<file path="src/hcc_pkg.sv">
// hilbert curve codec package: widths, command codes, pipeline item types
// and the per-level walk function shared by the codec top level
// no dependencies
package hcc_pkg;

  localparam int MAX_LEVELS = 17;
  localparam int COORD_W    = 17;
  localparam int IDX_W      = 34;
  localparam int NOISE_W    = 32;
  localparam int LVL_W      = 5;
  localparam int SHIFT_W    = $clog2(MAX_LEVELS);
  localparam int NOISE_BITS = 17;

  localparam logic [NOISE_W-1:0] HASH_ADD = 32'h8000_0000;
  localparam logic [NOISE_W-1:0] HASH_MUL = 32'd2654435789;

  // level ranges walked by the three walk stages, msb first
  localparam int WALK_A_HI = MAX_LEVELS - 1;
  localparam int WALK_A_LO = (MAX_LEVELS * 2) / 3;
  localparam int WALK_B_HI = WALK_A_LO - 1;
  localparam int WALK_B_LO = MAX_LEVELS / 3;
  localparam int WALK_C_HI = WALK_B_LO - 1;
  localparam int WALK_C_LO = 0;

  typedef enum logic {
    CMD_ENCODE = 1'b0,
    CMD_DECODE = 1'b1
  } cmd_t;

  // item in flight through the walk stages
  typedef struct packed {
    cmd_t                 cmd;
    logic [SHIFT_W-1:0]   shift;
    logic                 swap;
    logic                 flip;
    logic [COORD_W-1:0]   x;
    logic [COORD_W-1:0]   y;
    logic [IDX_W-1:0]     idx;
  } item_t;

  // finished coordinates and index, before the hash
  typedef struct packed {
    logic [IDX_W-1:0]     idx;
    logic [COORD_W-1:0]   x;
    logic [COORD_W-1:0]   y;
  } res_t;

  // walk levels hi down to lo; orientation travels as swap and flip bits
  function automatic item_t hcc_walk(item_t it, int hi, int lo);
    item_t o;
    logic  rx;
    logic  ry;
    logic  tx;
    logic  ty;
    o  = it;
    rx = 1'b0;
    ry = 1'b0;
    tx = 1'b0;
    ty = 1'b0;
    for (int n = MAX_LEVELS - 1; n >= 0; n--) begin
      if (n <= hi && n >= lo) begin
        if (o.cmd == CMD_ENCODE) begin
          tx = (o.swap ? o.y[n] : o.x[n]) ^ o.flip;
          ty = (o.swap ? o.x[n] : o.y[n]) ^ o.flip;
          rx = tx;
          ry = ty;
          o.idx[2*n +: 2] = {rx, rx ^ ry};
        end else begin
          rx = o.idx[2*n+1];
          ry = o.idx[2*n+1] ^ o.idx[2*n];
          tx = rx ^ o.flip;
          ty = ry ^ o.flip;
          o.x[n] = o.swap ? ty : tx;
          o.y[n] = o.swap ? tx : ty;
        end
        // quadrant rotation for the remaining lower levels
        if (!ry) begin
          o.flip = o.flip ^ rx;
          o.swap = !o.swap;
        end
      end
    end
    return o;
  endfunction

endpackage

</file>
<file path="src/hcc_if.sv">
// valid/ready channel interfaces of the hilbert curve codec:
// request items, response items and the level write channel
// depends on hcc_pkg
interface hcc_req_if import hcc_pkg::*; ();
  logic               valid;
  logic               ready;
  cmd_t               command;
  logic [COORD_W-1:0] coord_x;
  logic [COORD_W-1:0] coord_y;
  logic [IDX_W-1:0]   curve_index;

  modport source (output valid, command, coord_x, coord_y, curve_index, input ready);
  modport sink   (input valid, command, coord_x, coord_y, curve_index, output ready);
endinterface

interface hcc_rsp_if import hcc_pkg::*; ();
  logic               valid;
  logic               ready;
  logic [IDX_W-1:0]   index_out;
  logic [COORD_W-1:0] x_out;
  logic [COORD_W-1:0] y_out;
  logic [NOISE_W-1:0] noise_value;

  modport source (output valid, index_out, x_out, y_out, noise_value, input ready);
  modport sink   (input valid, index_out, x_out, y_out, noise_value, output ready);
endinterface

interface hcc_cfg_if import hcc_pkg::*; ();
  logic             valid;
  logic             ready;
  logic [LVL_W-1:0] hilbert_level;

  modport source (output valid, hilbert_level, input ready);
  modport sink   (input valid, hilbert_level, output ready);
endinterface

</file>
<file path="src/hcc_noise.sv">
// noise hash stage and response output register of the hilbert codec
// multiplies the low index bits by the hash constant; depends on hcc_pkg, hcc_if
module hcc_noise import hcc_pkg::*; (
  input  logic             clk,
  input  logic             rst,
  input  logic             res_valid,
  output logic             res_ready,
  input  res_t             res,
  hcc_rsp_if.source        rsp
);

  logic               valid;
  logic [NOISE_W-1:0] prod;
  logic [NOISE_W-1:0] noise_next;

  // output register frees up when empty or when its item is taken
  assign res_ready = !valid || rsp.ready;

  // multiplicative hash of the low index bits, kept to the word
  always_comb begin
    prod       = NOISE_W'(HASH_MUL * NOISE_W'(res.idx[NOISE_BITS-1:0]));
    noise_next = HASH_ADD + prod;
  end

  // valid flag
  always_ff @(posedge clk) begin
    if (rst) begin
      valid <= 1'b0;
    end else if (res_ready) begin
      valid <= res_valid;
    end
  end

  // payload register
  always_ff @(posedge clk) begin
    if (res_ready && res_valid) begin
      rsp.index_out   <= res.idx;
      rsp.x_out       <= res.x;
      rsp.y_out       <= res.y;
      rsp.noise_value <= noise_next;
    end
  end

  assign rsp.valid = valid;

endmodule

</file>
<file path="src/hilbert_curve_codec_noise_core.sv">
// hilbert curve codec with noise hash: throughput one item per cycle while the
// response side takes items; the level walk is split over three register
// stages and the hash multiply has a stage of its own.
// synchronous active-high reset empties the pipeline and sets the level to 17;
// stalls back up stage by stage, so bubbles still fill while the output waits
// depends on hcc_pkg, hcc_if, hcc_noise
module hilbert_curve_codec_noise_core import hcc_pkg::*; (
  input  logic       clk,
  input  logic       rst,
  hcc_req_if.sink    req,
  hcc_rsp_if.source  rsp,
  hcc_cfg_if.sink    cfg
);

  logic [LVL_W-1:0]   level;
  logic [LVL_W-1:0]   eff_level;
  logic [SHIFT_W-1:0] shift;
  item_t              in_item;

  logic [3:0]         stg_v;
  logic [3:0]         stg_rdy;
  item_t              stg_d [4];
  item_t              stg_next [4];

  logic               res_v;
  logic               res_rdy;
  res_t               res_d;
  res_t               res_next;
  logic               noise_rdy;

  // level register
  assign cfg.ready = 1'b1;

  always_ff @(posedge clk) begin
    if (rst) begin
      level <= LVL_W'(MAX_LEVELS);
    end else if (cfg.valid) begin
      level <= cfg.hilbert_level;
    end
  end

  // clamp level and align the used bits to the top of the walk
  always_comb begin
    if (level == '0) begin
      eff_level = LVL_W'(1);
    end else if (level > LVL_W'(MAX_LEVELS)) begin
      eff_level = LVL_W'(MAX_LEVELS);
    end else begin
      eff_level = level;
    end
    shift = SHIFT_W'(LVL_W'(MAX_LEVELS) - eff_level);
  end

  always_comb begin
    in_item       = '0;
    in_item.cmd   = req.command;
    in_item.shift = shift;
    if (req.command == CMD_ENCODE) begin
      in_item.x = COORD_W'(req.coord_x << shift);
      in_item.y = COORD_W'(req.coord_y << shift);
    end else begin
      in_item.idx = IDX_W'(req.curve_index << {shift, 1'b0});
    end
  end

  // backpressure chain
  always_comb begin
    res_rdy    = !res_v || noise_rdy;
    stg_rdy[3] = !stg_v[3] || res_rdy;
    for (int i = 2; i >= 0; i--) begin
      stg_rdy[i] = !stg_v[i] || stg_rdy[i+1];
    end
  end

  assign req.ready = stg_rdy[0];

  // next values of the walk stages
  always_comb begin
    stg_next[0] = in_item;
    stg_next[1] = hcc_walk(stg_d[0], WALK_A_HI, WALK_A_LO);
    stg_next[2] = hcc_walk(stg_d[1], WALK_B_HI, WALK_B_LO);
    stg_next[3] = hcc_walk(stg_d[2], WALK_C_HI, WALK_C_LO);
  end

  // shift the results back down to the used bits
  always_comb begin
    res_next.idx = stg_d[3].idx >> {stg_d[3].shift, 1'b0};
    res_next.x   = stg_d[3].x >> stg_d[3].shift;
    res_next.y   = stg_d[3].y >> stg_d[3].shift;
  end

  // stage valid flags
  always_ff @(posedge clk) begin
    if (rst) begin
      stg_v <= '0;
      res_v <= 1'b0;
    end else begin
      if (stg_rdy[0]) begin
        stg_v[0] <= req.valid;
      end
      for (int i = 1; i < 4; i++) begin
        if (stg_rdy[i]) begin
          stg_v[i] <= stg_v[i-1];
        end
      end
      if (res_rdy) begin
        res_v <= stg_v[3];
      end
    end
  end

  // stage payloads
  always_ff @(posedge clk) begin
    if (stg_rdy[0] && req.valid) begin
      stg_d[0] <= stg_next[0];
    end
    for (int i = 1; i < 4; i++) begin
      if (stg_rdy[i] && stg_v[i-1]) begin
        stg_d[i] <= stg_next[i];
      end
    end
    if (res_rdy && stg_v[3]) begin
      res_d <= res_next;
    end
  end

  // hash and output register
  hcc_noise u_noise (
    .clk       (clk),
    .rst       (rst),
    .res_valid (res_v),
    .res_ready (noise_rdy),
    .res       (res_d),
    .rsp       (rsp)
  );

endmodule

</file>
<file path="src/flat_wrapper.sv">
// flat-port wrapper written by rule: the top's interface ports become plain ports
module hilbert_curve_codec_noise_core_flat import hcc_pkg::*;
  (clk, rst, req_valid, req_command, req_coord_x, req_coord_y, req_curve_index, req_ready, rsp_valid, rsp_index_out, rsp_x_out, rsp_y_out, rsp_noise_value, rsp_ready, cfg_valid, cfg_hilbert_level, cfg_ready);
  hcc_req_if req_i ();
  hcc_rsp_if rsp_i ();
  hcc_cfg_if cfg_i ();
  input  logic clk;
  input  logic rst;
  input wire logic [$bits(req_i.valid)-1:0] req_valid;
  input wire logic [$bits(req_i.command)-1:0] req_command;
  input wire logic [$bits(req_i.coord_x)-1:0] req_coord_x;
  input wire logic [$bits(req_i.coord_y)-1:0] req_coord_y;
  input wire logic [$bits(req_i.curve_index)-1:0] req_curve_index;
  output wire logic [$bits(req_i.ready)-1:0] req_ready;
  output wire logic [$bits(rsp_i.valid)-1:0] rsp_valid;
  output wire logic [$bits(rsp_i.index_out)-1:0] rsp_index_out;
  output wire logic [$bits(rsp_i.x_out)-1:0] rsp_x_out;
  output wire logic [$bits(rsp_i.y_out)-1:0] rsp_y_out;
  output wire logic [$bits(rsp_i.noise_value)-1:0] rsp_noise_value;
  input wire logic [$bits(rsp_i.ready)-1:0] rsp_ready;
  input wire logic [$bits(cfg_i.valid)-1:0] cfg_valid;
  input wire logic [$bits(cfg_i.hilbert_level)-1:0] cfg_hilbert_level;
  output wire logic [$bits(cfg_i.ready)-1:0] cfg_ready;
  assign req_i.valid = req_valid;
  assign req_i.command = req_command;
  assign req_i.coord_x = req_coord_x;
  assign req_i.coord_y = req_coord_y;
  assign req_i.curve_index = req_curve_index;
  assign req_ready = req_i.ready;
  assign rsp_valid = rsp_i.valid;
  assign rsp_index_out = rsp_i.index_out;
  assign rsp_x_out = rsp_i.x_out;
  assign rsp_y_out = rsp_i.y_out;
  assign rsp_noise_value = rsp_i.noise_value;
  assign rsp_i.ready = rsp_ready;
  assign cfg_i.valid = cfg_valid;
  assign cfg_i.hilbert_level = cfg_hilbert_level;
  assign cfg_ready = cfg_i.ready;
  hilbert_curve_codec_noise_core u_core (.clk(clk), .rst(rst), .req(req_i), .rsp(rsp_i), .cfg(cfg_i));
endmodule
</file>
<file path="config.mk">
export PLATFORM = sky130hd
export DESIGN_NAME = hilbert_curve_codec_noise_core_flat
export DESIGN_NICKNAME = d
export VERILOG_FILES = /design/src/hcc_pkg.sv /design/src/hcc_if.sv /design/src/hcc_noise.sv /design/src/hilbert_curve_codec_noise_core.sv /design/src/flat_wrapper.sv
export SDC_FILE = /design/constraint.sdc
export NUM_CORES = 1
export LEC_CHECK = 0
export ABC_AREA = 1
export BUFFER_PORTS_ARGS = -buffer_cell sky130_fd_sc_hd__buf_4
export CELL_PAD_IN_SITES_DETAIL_PLACEMENT = 1
export CELL_PAD_IN_SITES_GLOBAL_PLACEMENT = 1
export CORE_MARGIN = 8
export CORE_UTILIZATION = 48
export CTS_CLUSTER_SIZE = 30
export DETAILED_ROUTE_END_ITERATION = 7
export HOLD_SLACK_MARGIN = 0.06
export PLACE_DENSITY = 0.88
export SETUP_SLACK_MARGIN = 0.2
export SLEW_MARGIN = 25
export SYNTH_ARGS = -nofsm -noshare
export SYNTH_HDL_FRONTEND = slang
export SYNTH_HIERARCHICAL = 1
export SYNTH_SLANG_ARGS = --single-unit
</file>
<file path="constraint.sdc">
create_clock -name clk -period 7.5 [get_ports clk]
set_clock_uncertainty 0.15 [all_clocks]
set_input_delay 0.375 -clock clk [delete_from_list [all_inputs] [get_ports clk]]
set_output_delay 0.375 -clock clk [all_outputs]
set_load 0.01 [all_outputs]
</file>
### After elaboration in Yosys (flattened, before gate mapping)

Memories as Yosys holds them, arrays and structs flattened.
Cells that the tools add are included.

* output and inout port bits: 103
* flip-flop bits (word level): 179
* word-level logic and storage cells: 362
* bits in read-only memories: 0
* bits in latches: 0
* RAM bits: 304
* memories kept: 1
* bits of input ports: 79

Memories
* u_core.stg_d: depth 4, bits a word 76, rd ports 4, clocked after Yosys merged registers in 0, wr ports 4, line hilbert_curve_codec_noise_core.sv:22 `item_t stg_d [4];`

* $mul: 1
* $add $sub $neg: 2
* order comparisons: 1
* shift operators: 6
* reductions and logical operators: 36
* bitwise operators: 119
* equality and inequality tests: 0
* div/mod/pow operators: 0
* muxes and demuxes: 182

Operators by type and width (number)
* 1-bit two-way mux: 144
* 1-bit XOR: 119
* 2-bit two-way mux: 34
* 34-bit two-way mux: 2
* 17-bit by 5-bit << shifter with 17-bit output: 2
* 34-bit by 6-bit << shifter with 34-bit output: 1
* 17-bit by 5-bit >> shifter with 17-bit output: 2
* 34-bit by 6-bit >> shifter with 34-bit output: 1
* 32-bit adder, first input constant: 1
* 32-bit by 17-bit multiplier with 32-bit output, first input constant: 1
* 1-bit logical NOT: 23
* 5-bit two-way mux: 2
* 1-bit logical AND: 6
* 1-bit logical OR: 6
* 5-bit greater-than comparator, second input constant: 1
* 5-bit logical NOT: 1
* 5-bit subtractor, first input constant: 1

### Logic depth before layout (Yosys ltp)

An unclocked memory read counts as a cell.

* depth after elaboration: 31
* gate-level depth with buffers: 38

### Hierarchy

The synthesis kept the hierarchy.

By module, submodules not included
* hilbert_curve_codec_noise_core: area an instance 20284.5 um2, sequential area each 11100.6 um2, cells an instance 2313, times used 1
* hcc_noise: area an instance 10267.3 um2, sequential area each 2962.8 um2, cells an instance 996, times used 1

### Worst setup path before layout

No wires, ideal clock.

* path kind: input -> register
* from: in rsp_ready
* to: reg u_core.u_noise.rsp.index_out[0], enable pin
* required time: 6.763 ns
* arrival time: 5.121 ns
* path slack: 1.643 ns
* path buffers: 0
* stages on the path: 2
* cells stage by stage: inv_1 > a21oi_1

* word-level cells in the longest chain between the ends: 2

Ends and longest elaborated chain
* from (decl): line flat_wrapper.sv:20 `input wire logic [$bits(rsp_i.ready)-1:0] rsp_ready;`
* 1-bit logical OR: line hcc_noise.sv:17 `assign res_ready = !valid || rsp.ready;`
* 1-bit logical AND: line hcc_noise.sv:36 `if (res_ready && res_valid) begin`
* to (signal assigned): line hcc_noise.sv:37 `rsp.index_out <= res.idx;`
* to (decl): line hcc_if.sv:24 `modport source (output valid, index_out, x_out, y_out, noise_value, input ready);`

Every way passes these cells.
A chain may end at the register's enable or synchronous reset.

### Worst setup path after layout

* from: reg u_core/res_d[39] (netlist bit)
* to: reg u_core.u_noise.rsp.noise_value[31], data pin

* word-level cells in the longest chain between the ends: 2

Ends and longest elaborated chain
* from (decl): line hilbert_curve_codec_noise_core.sv:27 `res_t res_d;`
* from (signal assigned): line hilbert_curve_codec_noise_core.sv:123 `res_d <= res_next;`
* 32-bit by 17-bit multiplier with 32-bit output: line hcc_noise.sv:21 `prod = NOISE_W'(HASH_MUL * NOISE_W'(res.idx[NOISE_BITS-1:0]));`
* 32-bit adder: line hcc_noise.sv:22 `noise_next = HASH_ADD + prod;`
* named net u_core.u_noise.noise_next[31]: line hcc_noise.sv:14 `logic [NOISE_W-1:0] noise_next;`
* to (signal assigned): line hcc_noise.sv:40 `rsp.noise_value <= noise_next;`
* to (decl): line hcc_if.sv:24

The timed path passes the listed nets, and every way through them passes these cells.

==> results.md <==
* Clock share of power at 28.8%
* CTS-repair resized insts at 0
* Via count of the first global-routing pass at 25500
* Clock root cell: sky130_fd_sc_hd__clkbuf_16
* Maximum number of pins on one net before global-route repair at 76
* Cell chain of the critical path: fa_1 -> inv_1 -> fa_1 -> fa_1 -> inv_1 -> fa_1 -> fa_1 -> inv_1 -> fa_1 -> inv_1 -> ha_1 -> nand2_1 -> nor2_1 -> nand3_1 -> nand3_1 -> nand2_1 -> inv_1 -> nor2_1 -> nand3_1 -> nand2_1
* Final period utilization at 80.4%
* Number of I/O pins at 182
* Antenna-violating nets left at 0
* Port bufs at 180
* Peak clock frequency supported by timing at 0.166 GHz
* Mean instance size in the synthesized netlist at 9.23 um^2
* Post-layout min period at 6.03 ns
* Total grt overflow at 0
* Placeable core region at 63000 um^2
* EDFF count, synth at 461
* Worst r2r src: u_core/res_d[39]$_SDFFCE_PP0P_
* Final-stage net count at 3818
* Result of the run: complete, no violations
* Register clock-pin slew on the reported worst setup and hold paths at 0.07 ns
* Via count at 24200
* Final estimated routing congestion in global placement at 0.962
* Sequential cell area at 14100 um^2
* Die X at 268 um
* Worst endpoint data arrival time at 6.24 ns
* Nature of the critical path endpoint: register
* Routed WL per cell at 21.7 um
* Max transition margin at 31.2%
* Number of DRC markers in iteration 0 at 1813
* Count of cell types in the netlist at 60
* Worst-Skew Late Latency at 0.63 ns
* Worst Setup Slack post-DPL at 1.51 ns
* Number of antenna diodes at 0
* Sequential share of power at 36.9%
* Syn_nets at 3661
* Floorplan die area at 72000 um^2
* Worst setup SP type: register
* Total of flip-flops plus latches after synthesis at 472
* Unrepaired setup endpoints after global routing: false
* Fraction of power spent switching nets at 36.8%
* Total CTS buffers at 50
* Sequential fraction of the synthesis area at 46.0%
* Cell with the largest stage delay on the worst path: sky130_fd_sc_hd__fa_1
* Final count of hold timing violations at 0
* Final-report setup violation count at 0
* Setup TNS at 0 ns
* Number of pins with negative max-slew slack in the final report at 0
* Actual slew at the worst max-slew pin at 1.03 ns
* FFs w/ async S/R, synth at 0%
* Starting density of the core at 48.5%
* P_sw at 3.20 mW
* Clock tree from TritonCTS: yes
* Classification of the worst-slack hold path: primary input to register
* Maximum clock insertion buffer count at 3
* Layout-stage area growth over the synthesis result at 13.1%
* Total power divided by cell area at 252 nW/um^2
* Highest net fanout along the worst path at 9
* Post-synth design cell area at 30600 um^2
* Cell count after synthesis at 3309
* Area of the multi-input gates at 14100 um^2
* Fillers at 7150
* Global-route total usage across every layer at 26.0%
* Level count of the clock H-tree at 2
* Worst VDD drop at 192 uV
* Std cell rows at 92
* Maximum cell stage delay along the critical path at 0.69 ns
* Setup ws final at 1.47 ns
* Yosys warning count at 6
* MaxCap Viol Count at 0
* Die Y-Extent at 268 um
* Length of the first detailed-routing pass in iterations at 5
* Fraction of power consumed by combinational cells at 34.3%
* Post-DP HPWL at 72800 um
* Aggregate routed wire length at 94300 um
* Pwr Total at 8.70 mW
* First-pass GRT wire length at 146000 um
* Category of the most critical setup path: register to register
* Critical Path Most Common Cell: sky130_fd_sc_hd__fa_1
* Static Leak at 15.2 nW
* Critical Path Start: u_core/res_d[39]$_SDFFCE_PP0P_
* Layout cells sized above 1 at 11.7%
* Initial antenna violation count at 1
* Number of remaining DRC errors at 0
* Per-cell via count in the routed design at 5.55
* Internal Dissipation at 5.50 mW
* Top_reg_cell synth: sky130_fd_sc_hd__edfxtp_1
* Clock net sink count at 472
* Min-delay src: rsp_ready
* WP data required at 7.71 ns
-- worst max-delay path: cells and delay by family, from the launching register on --
kind                     cells  cell delay [ns]
adder cells (fa/ha/maj)      7             3.64
AND/OR/NAND/NOR              8             1.08
flip-flops                   1             0.58
buffers and inverters        5             0.33
-- power groups by stage --
stage / Sequential (mW) / Combinational (mW) / Clock [mW]
global placement: 3.25 / 2.77 / 0
global route: 3.22 / 3.33 / 2.63
detailed placement: 3.26 / 2.92 / 0
floorplan: 3.22 / 2.12 / 0
CTS: 3.21 / 2.97 / 2.56
finish: 3.21 / 2.99 / 2.51
-- metrics by stage --
step | hold slack [ns] | util, % | area [um^2] | cells
4_1_cts | 0.0942 | 54.9 | 34500 | 4352
3_5_place_dp | 0.255 | 51.9 | 32700 | 4240
2_1_floorplan | 0.250 | - | 30600 | 3309
3_3_place_gp | 0.251 | 51.9 | 32700 | 4240
6_report | 0.111 | 54.9 | 34600 | 4353
5_1_grt | 0.138 | 54.9 | 34600 | 4353
-- path summary, 6_finish.rpt --
check,to,slack [ns],cells after the start
max,u_core/u_noise/rsp.noise_value[31]$_DFFE_PP_,1.47,20
min,u_core/res_v$_SDFFE_PP0P_,0.11,6
max reg2reg,u_core/u_noise/rsp.noise_value[31]$_DFFE_PP_,1.47,20
min reg2reg,u_core/stg_d[2][53]$_DFFE_PP_,0.27,0
-- what timing repair did --
item                                    4_1_cts  5_1_grt
setup buffers                                 0        0
endpoints found under the hold margin        12        0
hold buffers                                 19        0
endpoints found under the setup margin        0        0
-- cells in the final DEF, fill, tap and decap left out, types with 5 or more instances in the layout --
master                          synthesis  routed
sky130_fd_sc_hd__nand2_1              781     781
sky130_fd_sc_hd__inv_1                491     488
sky130_fd_sc_hd__edfxtp_1             461     461
sky130_fd_sc_hd__o21ai_0              298     298
sky130_fd_sc_hd__nand3_1              220     219
sky130_fd_sc_hd__buf_4                  5     202
sky130_fd_sc_hd__nor2_1               196     192
sky130_fd_sc_hd__fa_1                 157     157
sky130_fd_sc_hd__ha_1                 116     116
sky130_fd_sc_hd__a21oi_1               97      96
sky130_fd_sc_hd__clkbuf_16              0      50
sky130_fd_sc_hd__xor2_1                47      47
sky130_fd_sc_hd__nand2_2               41      41
sky130_fd_sc_hd__o211ai_1              39      39
sky130_fd_sc_hd__xnor2_1               27      27
sky130_fd_sc_hd__mux2i_1               24      24
sky130_fd_sc_hd__o22ai_1               24      24
sky130_fd_sc_hd__inv_2                 19      22
sky130_fd_sc_hd__or2_2                 20      20
sky130_fd_sc_hd__dlygate4sd3_1          0      19
sky130_fd_sc_hd__nand3_2               14      15
sky130_fd_sc_hd__clkinv_1               2      14
sky130_fd_sc_hd__o21ai_1               13      13
sky130_fd_sc_hd__nand4_1               11      11
sky130_fd_sc_hd__dfxtp_1               11      11
sky130_fd_sc_hd__nor3_1                 9       9
sky130_fd_sc_hd__clkinv_2               0       8
sky130_fd_sc_hd__a31oi_1                7       7
sky130_fd_sc_hd__clkbuf_1              87       6
sky130_fd_sc_hd__nand2_4                6       6
sky130_fd_sc_hd__nor2_4                 2       6
sky130_fd_sc_hd__o21bai_1               6       6
sky130_fd_sc_hd__bufinv_16              0       5
sky130_fd_sc_hd__o21ai_2                5       5
-- metal layers --
metal  track usage [%]  wire length [um]  share of wire (%)  up-vias
met1              31.2             37100                 39    11900
met3              3.89              5030                5.3      229
met5                 0                 0                  0        -
li1                  -                 -                  -    11200
met2              45.3             46900                 50      838
met4              12.8              5250                5.6        0
-- synthesized netlist by cell type, drive strengths merged, types with 4 or more instances --
cell type	number	share of area, %
xor2	52	1.8
nor3	10	0.18
dfxtp	11	0.72
fa	157	10
ha	116	4.8
o31ai	4	0.098
o21ai	316	5.2
inv	511	6.3
clkbuf	89	1.2
nand2	828	11
o211ai	39	0.96
o21bai	6	0.15
or2	25	0.51
edfxtp	461	45
nor2	201	2.5
a21oi	99	1.6
nand3	234	4.1
xnor2	29	0.92
nand4	11	0.23
a21o	4	0.098
buf	28	0.44
a31oi	7	0.14
mux2i	24	0.79
o22ai	25	0.53
-- registers in the layout, indices dropped and copies added, names as in the netlist --
name / cells
u_core/stg_d: 296
u_core/res_d: 67
u_core/u_noise/rsp.index_out: 34
u_core/u_noise/rsp.noise_value: 30
u_core/u_noise/rsp.x_out: 17
u_core/u_noise/rsp.y_out: 17
u_core/level: 5
u_core/stg_v: 4
u_core/res_v: 1
u_core/u_noise/rsp.valid: 1
-- logic make-up after synthesis --
family          synth area share, %
xor+xnor                       2.68
fa+ha+maj                      15.0
other cells                  0.0123
mux                           0.786
simple gates                   18.3
compound gates                 9.23
buf+inv                        7.91
flops                          46.0
-- final cells by class --
cell class,instances,area share (%)
inverter,513,5.58
tap,846,3.06
clock inverter,37,1.13
clock buffer,56,3.68
sequential,472,40.7
timing repair buffer,222,5.02
multi-input combinational,2207,40.8
(Power assumes the default switching activity.)
